**config.mk**
```make
export PLATFORM = sky130hd
export DESIGN_NAME = config_ack_frame_matcher
export DESIGN_NICKNAME = d
export VERILOG_FILES = /design/src/sv/cafm_pkg.sv /design/src/sv/cafm_parser.sv /design/src/sv/config_ack_frame_matcher.sv
export SDC_FILE = /design/constraint.sdc
export NUM_CORES = 1
export LEC_CHECK = 0
export ABC_AREA = 1
export BUFFER_PORTS_ARGS = -buffer_cell sky130_fd_sc_hd__buf_2
export CORE_ASPECT_RATIO = 1.1
export CORE_MARGIN = 4
export CORE_UTILIZATION = 50
export CTS_CLUSTER_SIZE = 25
export DETAILED_ROUTE_END_ITERATION = 7
export GPL_TIMING_DRIVEN = 0
export PLACE_DENSITY = 0.7
export SYNTH_ARGS = -nofsm -noshare
export SYNTH_HDL_FRONTEND = slang
export SYNTH_SLANG_ARGS = --single-unit
```
**constraint.sdc**
```tcl
create_clock -name clk -period 6.2 [get_ports clk]
set_clock_uncertainty 0.2 [all_clocks]
set_input_delay 0 -clock clk [delete_from_list [all_inputs] [get_ports clk]]
set_output_delay 0 -clock clk [all_outputs]
set_load 0.02 [all_outputs]
```
**src/sv/cafm_pkg.sv**
```systemverilog
// ----------------------------------------------------------------------------
// cafm_pkg
// Types and constants shared by the acknowledgement frame matcher modules.
// ----------------------------------------------------------------------------
package cafm_pkg;

    // Frame parsing phases, one per byte position of the frame; all value bytes share one
    typedef enum logic [3:0] {
        PH_HDR0  = 4'd0,
        PH_HDR1  = 4'd1,
        PH_HDR2  = 4'd2,
        PH_HDR3  = 4'd3,
        PH_LEN0  = 4'd4,
        PH_LEN1  = 4'd5,
        PH_CMD0  = 4'd6,
        PH_CMD1  = 4'd7,
        PH_RES0  = 4'd8,
        PH_RES1  = 4'd9,
        PH_VALUE = 4'd10,
        PH_TAIL0 = 4'd11,
        PH_TAIL1 = 4'd12,
        PH_TAIL2 = 4'd13,
        PH_TAIL3 = 4'd14
    } phase_t;

    // Header and tail byte patterns
    localparam logic [7:0] HDR_BYTE0  = 8'hFD;
    localparam logic [7:0] HDR_BYTE1  = 8'hFC;
    localparam logic [7:0] HDR_BYTE2  = 8'hFB;
    localparam logic [7:0] HDR_BYTE3  = 8'hFA;
    localparam logic [7:0] TAIL_BYTE0 = 8'h04;
    localparam logic [7:0] TAIL_BYTE1 = 8'h03;
    localparam logic [7:0] TAIL_BYTE2 = 8'h02;
    localparam logic [7:0] TAIL_BYTE3 = 8'h01;

    // Acknowledge flag ORed into the echoed command
    localparam logic [15:0] ACK_FLAG    = 16'h0100;
    // Payload bytes taken by echoed command and result
    localparam logic [15:0] MIN_PAYLOAD = 16'd4;

    // One result beat
    typedef struct packed {
        logic [7:0]  value_byte;
        logic        value_valid;
        logic        frame_done;
        logic        ack_found;
        logic [15:0] value_length;
        logic        in_frame;
    } result_t;

endpackage

```
**src/sv/cafm_parser.sv**
```systemverilog
// ----------------------------------------------------------------------------
// cafm_parser
// Byte-wide frame state machine: checks one received byte against the current
// phase, produces that byte's result and advances the phase on each step.
// ----------------------------------------------------------------------------
module cafm_parser (
    input  logic              clk,
    input  logic              rst_n,
    input  logic              step,
    input  logic [7:0]        rx_byte,
    input  logic [15:0]       ack_word,
    output cafm_pkg::result_t result
);

    cafm_pkg::phase_t phase_reg;
    cafm_pkg::phase_t phase_next;
    logic [15:0]      remaining_reg;
    logic [15:0]      remaining_next;
    logic [15:0]      length_reg;
    logic [15:0]      length_next;

    logic [15:0]      full_length;
    logic [15:0]      value_count;
    logic [15:0]      remaining_dec;
    logic             first_hdr;

    // Hold state between accepted bytes, advance on each step
    always_ff @(posedge clk or negedge rst_n)
    begin
        if (!rst_n)
        begin
            phase_reg     <= cafm_pkg::PH_HDR0;
            remaining_reg <= '0;
            length_reg    <= '0;
        end
        else if (step)
        begin
            phase_reg     <= phase_next;
            remaining_reg <= remaining_next;
            length_reg    <= length_next;
        end
    end

    assign full_length   = {rx_byte, length_reg[7:0]};
    assign value_count   = length_reg - cafm_pkg::MIN_PAYLOAD;
    assign remaining_dec = (remaining_reg != 16'd0) ? remaining_reg - 16'd1 : 16'd0;
    assign first_hdr     = (rx_byte == cafm_pkg::HDR_BYTE0);

    // Next phase and per-byte result
    always_comb
    begin
        phase_next     = cafm_pkg::PH_HDR0;
        remaining_next = remaining_reg;
        length_next    = length_reg;
        result         = '0;
        result.in_frame = 1'b1;

        case (phase_reg)
            cafm_pkg::PH_HDR1:
            begin
                result.in_frame = 1'b0;
                if (rx_byte == cafm_pkg::HDR_BYTE1)
                    phase_next = cafm_pkg::PH_HDR2;
                else
                    phase_next = first_hdr ? cafm_pkg::PH_HDR1 : cafm_pkg::PH_HDR0;
            end
            cafm_pkg::PH_HDR2:
            begin
                result.in_frame = 1'b0;
                if (rx_byte == cafm_pkg::HDR_BYTE2)
                    phase_next = cafm_pkg::PH_HDR3;
                else
                    phase_next = first_hdr ? cafm_pkg::PH_HDR1 : cafm_pkg::PH_HDR0;
            end
            cafm_pkg::PH_HDR3:
            begin
                if (rx_byte == cafm_pkg::HDR_BYTE3)
                begin
                    phase_next = cafm_pkg::PH_LEN0;
                end
                else
                begin
                    result.in_frame = 1'b0;
                    phase_next = first_hdr ? cafm_pkg::PH_HDR1 : cafm_pkg::PH_HDR0;
                end
            end
            cafm_pkg::PH_LEN0:
            begin
                length_next = {8'd0, rx_byte};
                phase_next  = cafm_pkg::PH_LEN1;
            end
            cafm_pkg::PH_LEN1:
            begin
                length_next = full_length;
                if (full_length < cafm_pkg::MIN_PAYLOAD)
                    result.frame_done = 1'b1;
                else
                    phase_next = cafm_pkg::PH_CMD0;
            end
            cafm_pkg::PH_CMD0:
            begin
                if (rx_byte == ack_word[7:0])
                    phase_next = cafm_pkg::PH_CMD1;
                else
                    result.frame_done = 1'b1;
            end
            cafm_pkg::PH_CMD1:
            begin
                if (rx_byte == ack_word[15:8])
                    phase_next = cafm_pkg::PH_RES0;
                else
                    result.frame_done = 1'b1;
            end
            cafm_pkg::PH_RES0:
            begin
                if (rx_byte == 8'd0)
                    phase_next = cafm_pkg::PH_RES1;
                else
                    result.frame_done = 1'b1;
            end
            cafm_pkg::PH_RES1:
            begin
                if (rx_byte == 8'd0)
                begin
                    remaining_next = value_count;
                    phase_next = (value_count != 16'd0) ? cafm_pkg::PH_VALUE
                                                        : cafm_pkg::PH_TAIL0;
                end
                else
                begin
                    result.frame_done = 1'b1;
                end
            end
            cafm_pkg::PH_VALUE:
            begin
                result.value_byte  = rx_byte;
                result.value_valid = 1'b1;
                remaining_next     = remaining_dec;
                phase_next = (remaining_dec != 16'd0) ? cafm_pkg::PH_VALUE
                                                      : cafm_pkg::PH_TAIL0;
            end
            cafm_pkg::PH_TAIL0:
            begin
                if (rx_byte == cafm_pkg::TAIL_BYTE0)
                    phase_next = cafm_pkg::PH_TAIL1;
                else
                    result.frame_done = 1'b1;
            end
            cafm_pkg::PH_TAIL1:
            begin
                if (rx_byte == cafm_pkg::TAIL_BYTE1)
                    phase_next = cafm_pkg::PH_TAIL2;
                else
                    result.frame_done = 1'b1;
            end
            cafm_pkg::PH_TAIL2:
            begin
                if (rx_byte == cafm_pkg::TAIL_BYTE2)
                    phase_next = cafm_pkg::PH_TAIL3;
                else
                    result.frame_done = 1'b1;
            end
            cafm_pkg::PH_TAIL3:
            begin
                result.frame_done = 1'b1;
                if (rx_byte == cafm_pkg::TAIL_BYTE3)
                begin
                    result.ack_found    = 1'b1;
                    result.value_length = value_count;
                end
            end
            default:
            begin
                // Hunting for the first header byte; unused codes land here too
                result.in_frame = 1'b0;
                phase_next = first_hdr ? cafm_pkg::PH_HDR1 : cafm_pkg::PH_HDR0;
            end
        endcase
    end

endmodule

```
**src/sv/config_ack_frame_matcher.sv**
```systemverilog
// ----------------------------------------------------------------------------
// config_ack_frame_matcher
// Recognises acknowledgement frames in a received byte stream.
// ----------------------------------------------------------------------------
// Takes one received byte per beat and returns exactly one result beat for it:
// value bytes of a frame that has passed every check so far, a frame_done
// marker with the verdict (ack_found, value_length) at the byte that ends a
// candidate frame, and in_frame while inside one. A byte goes through
// combinational logic between the phase registers and the result register,
// so a new byte is taken every cycle while the result register is empty or
// being drained; its result beat is presented in the cycle after the input
// beat. The expected command is written through the cfg port, which is always
// ready, and should only be changed while no byte is in flight.
// ----------------------------------------------------------------------------
module config_ack_frame_matcher (
    input  logic        clk,
    input  logic        rst_n,

    input  logic        cfg_valid,
    output logic        cfg_ready,
    input  logic [15:0] expected_command,

    input  logic        in_valid,
    output logic        in_ready,
    input  logic [7:0]  rx_byte,

    output logic        out_valid,
    input  logic        out_ready,
    output logic [7:0]  value_byte,
    output logic        value_valid,
    output logic        frame_done,
    output logic        ack_found,
    output logic [15:0] value_length,
    output logic        in_frame
);

    logic [15:0]       command_reg;
    logic              out_valid_reg;
    cafm_pkg::result_t result_reg;
    cafm_pkg::result_t step_result;
    logic              in_beat;
    logic [15:0]       ack_word;

    assign cfg_ready = 1'b1;
    assign in_ready  = !out_valid_reg || out_ready;
    assign in_beat   = in_valid && in_ready;
    assign ack_word  = command_reg | cafm_pkg::ACK_FLAG;

    // Hold the expected command
    always_ff @(posedge clk or negedge rst_n)
    begin
        if (!rst_n)
            command_reg <= '0;
        else if (cfg_valid)
            command_reg <= expected_command;
    end

    // Check each byte and advance the frame phase
    cafm_parser u_parser (
        .clk      (clk),
        .rst_n    (rst_n),
        .step     (in_beat),
        .rx_byte  (rx_byte),
        .ack_word (ack_word),
        .result   (step_result)
    );

    // Result register: load on an input beat, drop once taken
    always_ff @(posedge clk or negedge rst_n)
    begin
        if (!rst_n)
            out_valid_reg <= 1'b0;
        else if (in_beat)
            out_valid_reg <= 1'b1;
        else if (out_ready)
            out_valid_reg <= 1'b0;
    end

    always_ff @(posedge clk)
    begin
        if (in_beat)
            result_reg <= step_result;
    end

    assign out_valid    = out_valid_reg;
    assign value_byte   = result_reg.value_byte;
    assign value_valid  = result_reg.value_valid;
    assign frame_done   = result_reg.frame_done;
    assign ack_found    = result_reg.ack_found;
    assign value_length = result_reg.value_length;
    assign in_frame     = result_reg.in_frame;

endmodule

```
After elaboration in Yosys (flattened, before gate mapping)
Index checks and enable logic that the tools add are counted.
{"block": "totals", "register_bits": 81, "input_bits": 29, "out_inout_bits": 31}
{"block": "classes", "add_sub_neg": 2, "order_cmp": 1, "eq_ne": 25, "n_mux": 33, "bitwise": 1, "reduce_logical": 16}
{"op": "$pmux W16 S2", "n": 2}
{"op": "$pmux W4 S14", "n": 1}
{"op": "$reduce_bool A16 Y1", "n": 3}
{"op": "$mux W4", "n": 9}
{"op": "$eq A8 B8 Y1 const B", "n": 4}
{"op": "$mux W16", "n": 2}
{"op": "$eq A4 B4 Y1 const B", "n": 7}
{"op": "$mux W17", "n": 1}
{"op": "$eq A4 B3 Y1 const B", "n": 4}
{"op": "$eq A8 B2 Y1 const B", "n": 2}
{"op": "$eq A8 B8 Y1", "n": 2}
{"op": "$lt A16 B3 Y1 const B", "n": 1}
{"op": "$sub A16 B1 Y16 const B", "n": 1}
{"op": "$sub A16 B3 Y16 const B", "n": 1}
{"op": "$mux W1", "n": 14}
{"op": "$reduce_or A11 Y1", "n": 1}
{"op": "$eq A4 B2 Y1 const B", "n": 2}
{"op": "$eq A8 B1 Y1 const B", "n": 1}
{"op": "$eq A8 B3 Y1 const B", "n": 1}
{"op": "$logic_not A8 Y1", "n": 1}
{"op": "$pmux W1 S8", "n": 1}
{"op": "$mux W3", "n": 2}
{"op": "$reduce_and A3 Y1", "n": 2}
{"op": "$reduce_bool A2 Y1", "n": 3}
{"op": "9 further kinds", "n": 10}

Logic depth before layout (Yosys ltp)
{"block": "depth", "depth_word": 5, "ltp_mapped": 14}

By module
Synthesis repeated with hierarchy kept, for this count alone.
{"block": "unflattened", "cells_unflattened": 604, "hier_area_um2": 4722.0}
{"module": "cafm_parser", "n_inst": 1, "cells_each": 505, "area_each_um2": 3246.9, "seq_area_each_um2": 900.9}
{"module": "config_ack_frame_matcher", "n_inst": 1, "cells_each": 99, "area_each_um2": 1475.2, "seq_area_each_um2": 1241.2}

Worst setup path before layout
Ideal clock, no wire load.
{"block": "synth_timing", "kind": "reg-to-reg", "startpoint": "register out_valid_reg (netlist: out_valid)", "endpoint": "register u_parser.length_reg[6]", "arrival_time_ps": 2194, "t_required_ps": 5876, "setup_slack_ps": 3682, "stages_incl_launch_ff": 8, "path_buffers": 1, "cell_sequence": "dfrtp_1 nand2_1 nand2_1 inv_1 nand2_1 buf_2 nor2_1 a21oi_1"}
{"block": "synth_between", "elab_chain_len": 4}
{"element": "from (decl)", "line_no": "config_ack_frame_matcher.sv:38", "text": "logic out_valid_reg;"}
{"element": "from (signal assigned)", "line_no": "config_ack_frame_matcher.sv:72", "text": "out_valid_reg <= 1'b0;"}
{"element": "from (signal assigned)", "line_no": "config_ack_frame_matcher.sv:74", "text": "out_valid_reg <= 1'b1;"}
{"element": "from (signal assigned)", "line_no": "config_ack_frame_matcher.sv:76", "text": "out_valid_reg <= 1'b0;"}
{"element": "$logic_not A1 Y1", "line_no": "config_ack_frame_matcher.sv:45", "text": "assign in_ready = !out_valid_reg || out_ready;"}
{"element": "$logic_or A1 B1 Y1", "line_no": "config_ack_frame_matcher.sv:45"}
{"element": "named net in_ready", "line_no": "config_ack_frame_matcher.sv:24", "text": "output logic in_ready,"}
{"element": "$logic_and A1 B1 Y1", "line_no": "config_ack_frame_matcher.sv:46", "text": "assign in_beat = in_valid && in_ready;"}
{"element": "named net in_beat", "line_no": "config_ack_frame_matcher.sv:41", "text": "logic in_beat;"}
{"element": "$reduce_and A3 Y1 (no source line)"}
{"element": "to (signal assigned)", "line_no": "cafm_parser.sv:40", "text": "length_reg <= length_next;"}
{"element": "to (decl)", "line_no": "cafm_parser.sv:19", "text": "logic [15:0] length_reg;"}
The timed path passes the listed nets, and every way through them passes these cells.
A chain may end at the register's enable or synchronous reset.

Final worst setup path
{"block": "layout_timing", "startpoint": "register out_valid_reg (netlist: out_valid)", "endpoint": "register u_parser.length_reg[7]"}
{"block": "layout_between", "elab_chain_len": 4}
{"element": "$logic_not A1 Y1", "line_no": "config_ack_frame_matcher.sv:45"}
{"element": "$logic_or A1 B1 Y1", "line_no": "config_ack_frame_matcher.sv:45"}
{"element": "$logic_and A1 B1 Y1", "line_no": "config_ack_frame_matcher.sv:46"}
{"element": "named net in_beat", "line_no": "config_ack_frame_matcher.sv:41"}
{"element": "$reduce_and A3 Y1 (no source line)"}
The timed path passes the listed nets, and every way through them passes these cells.

==> results.json <==
{
  "placed_cells": 797,
  "final_common_cell": "sky130_fd_sc_hd__nand2_1",
  "cp_slowest_cell": "sky130_fd_sc_hd__clkinv_1",
  "clock_latency_of_the_later_clocked_register_in_the_worst_skew_pair_ps": 370,
  "initial_util": 0.523,
  "largest_net_degree_at_the_start_of_global_routing": 53,
  "routed_length_per_placed_instance_um": 14.8,
  "highest-signal-layer": "met4",
  "drt-initial-drc-count": 185,
  "worst_ep_arrival_time_ps": 2720,
  "timing_hold_violations_final": 0,
  "static_leakage_nw": 2.69,
  "num-nets-final": 759,
  "finalNonFillerCells": 846,
  "met3_length_um": 567,
  "grt_antenna_before_repair": 0,
  "post-layout-total-power_mw": 1.53,
  "wirelength_mm": 12.5,
  "worst-endpoint-required_ps": 6300,
  "crit_type": "reg2reg",
  "yosys.area.top_type_share": 0.275,
  "critical_path.max_stage_delay_ps": 630,
  "drv_slew": 0,
  "postSynthRegisterBits": 80,
  "timing.critical_path.to_type": "flop",
  "detail_route.vias_per_cell": 5.22,
  "setup-tns-final_ps": 0,
  "fraction_of_final_layout_cells_with_drive_strength_greater_than_1": 0.156,
  "crit_chain": "nand2_1, nand2_1, clkinv_1, buf_16, nand2_1, buf_2, nor2_1, a21oi_1",
  "synth_area_leader_cell": "sky130_fd_sc_hd__dfrtp_1",
  "startpoint_class": "flop",
  "timing.max_slew.rel_slack": 0.184,
  "grt_pass1_wl_mm": 20.9,
  "irDropWorstVdd_uv": 138,
  "synth_cell_type_count": 40,
  "row_count": 36,
  "ys.warnings.count": 0,
  "area.growth.synth_to_final_pct": 19.9,
  "via_count_of_the_first_global_routing_pass": 4433,
  "vias": 4412,
  "htree_num_levels": 3,
  "groute.usage.overall": 0.242,
  "port_buffer_cells": 50,
  "floorplan.die_area_um2": 11100,
  "syn_nets": 665,
  "drt_pass1_iterations": 4,
  "layout_setup_ws_ps": 3580,
  "cts_tree": "done",
  "remaining_drc_errors": 0,
  "cp_num_buf_inv": 3,
  "preCtsSetupSlack_ps": 3310,
  "layout.cells.most_common_list": "sky130_fd_sc_hd__nand2_1, sky130_fd_sc_hd__nor2_1, sky130_fd_sc_hd__inv_1, sky130_fd_sc_hd__buf_2, sky130_fd_sc_hd__nand3_1",
  "cp_max_fo": 18,
  "finalCriticalPeriod_ps": 2620,
  "post_route_fraction_of_the_period_consumed_by_the_critical_path": 0.423,
  "cts_repair_resize_count": 0,
  "synth.area.top_cells": "sky130_fd_sc_hd__dfrtp_1, sky130_fd_sc_hd__edfxtp_1, sky130_fd_sc_hd__nand2_1",
  "gpl.final_weighted_congestion": 0.888,
  "clk_pin_slew_ps": 90,
  "max-clock-path-buffers": 2,
  "syn_area_per_cell_um2": 7.48,
  "netlist_area_before_placement_um2": 4740,
  "synth.yosys.seq_area_share": 0.452,
  "detail_route.wirelength.met1_mm": 5.23,
  "antennaDiodeCount": 0,
  "clock_sink_count": 80,
  "outcome": "finished, final reports clean",
  "core_area_um2": 9050,
  "dieHeight_um": 110,
  "worst-slew-pin-transition_ps": 1220,
  "setup-violations-final": 0,
  "max_freq_mhz": 382,
  "whs_ps": 64.3,
  "routed_length_on_met2_mm": 6.44,
  "p_per_area_nw_per_um2": 270,
  "drv.max_cap_violation_count": 0,
  "cts_buffers": 9,
  "detail-route-antenna-nets": 0,
  "timing.critical_path.max_delay_family": "buffers and inverters",
  "cp_common_cell": "sky130_fd_sc_hd__nand2_1",
  "setup_repair_after_global_routing_missed_its_margin": "false",
  "utilization": 0.627,
  "synth_cells": 633,
  "die-width_um": 101,
  "root_buffer": "sky130_fd_sc_hd__clkbuf_8",
  "post-route-cell-area_um2": 5680,
  "placedInstanceArea_um2": 5130,
  "hpwl_mm": 9.05,
  "grt_overflow_total": 0,
  "top_level_ports": 60,
  "worstHoldPathType": "in2reg"
}
Yosys cell counts, drive strengths merged:
cell and count:
a211oi 1, a21oi 12, a31oi 2, a32oi 1
buf 16, clkbuf 6, conb 1, dfrtp 52
edfxtp 28, ha 3, inv 86, mux2 5
nand2 161, nand3 59, nand3b 1, nand4 11
nor2 113, nor3 7, o2111ai 1, o211ai 6
o21a 1, o21ai 50, o22ai 1, o31ai 1
xnor2 2, xor2 6
worst min-delay path, delay by kind of cell:
| kind | cells | cell delay, ps |
|---|---|---|
| simple gates | 1 | 90 |
| buf+inv | 2 | 430 |
| compound gates | 1 | 60 |
timing repair:
| action | in CTS | in global routing |
|---|---|---|
| setup buffers | 0 | 0 |
| hold buffers | 32 | 0 |
| endpoints found under the hold margin | 95 | 0 |
layer usage:
metal,global-route usage,vias to the layer above
met5,0,-
met4,0.0751,0
met3,0.0434,21
met2,0.450,112
met1,0.282,2066
li1,-,2213
path summary, 6_finish.rpt:
check,from,slack (ps),to,depth (start not counted)
worst max-delay path,out_valid$_DFFE_PN0P_,3580,u_parser.length_reg[7]$_DFFE_PN0P_,8
worst min-delay path,cfg_valid,60,command_reg[15]$_DFFE_PN0P_,4
worst max register to register,out_valid$_DFFE_PN0P_,3580,u_parser.length_reg[7]$_DFFE_PN0P_,8
worst min register to register,command_reg[6]$_DFFE_PN0P_,350,command_reg[6]$_DFFE_PN0P_,2
max in group asynchronous,rst_n,4830,command_reg[10]$_DFFE_PN0P_,2
min in group asynchronous,rst_n,230,u_parser.remaining_reg[3]$_DFFE_PN0P_,2
where the power goes:
| group | internal, mW | switching, mW |
|---|---|---|
| combinational | 0.149 | 0.301 |
| sequential | 0.622 | 0.0549 |
| clock | 0.199 | 0.208 |
| total | 0.969 | 0.564 |
area by class of cell:
type,count,area [um2]
fillers,789,3370
repair buffers,83,598
flip-flops and latches,80,2140
multi-input cells,445,2140
clock inverters,6,66.3
inverters,86,325
plain buffers,22,131
clock buffers,10,138
well taps,114,143
logic make-up after synthesis:
| group | after synthesis | share of synthesized area |
|---|---|---|
| muxes | 5 | 0.0119 |
| and+or+nand+nor | 352 | 0.327 |
| AOI/OAI and AO/OA | 76 | 0.0890 |
| buffers and inverters | 108 | 0.0964 |
| other | 1 | 0.000792 |
| xor gates and xnor gates | 8 | 0.0148 |
| adders and majority gates | 3 | 0.00793 |
| DFF | 80 | 0.452 |
Note: power is estimated with default switching activity, not from simulation.
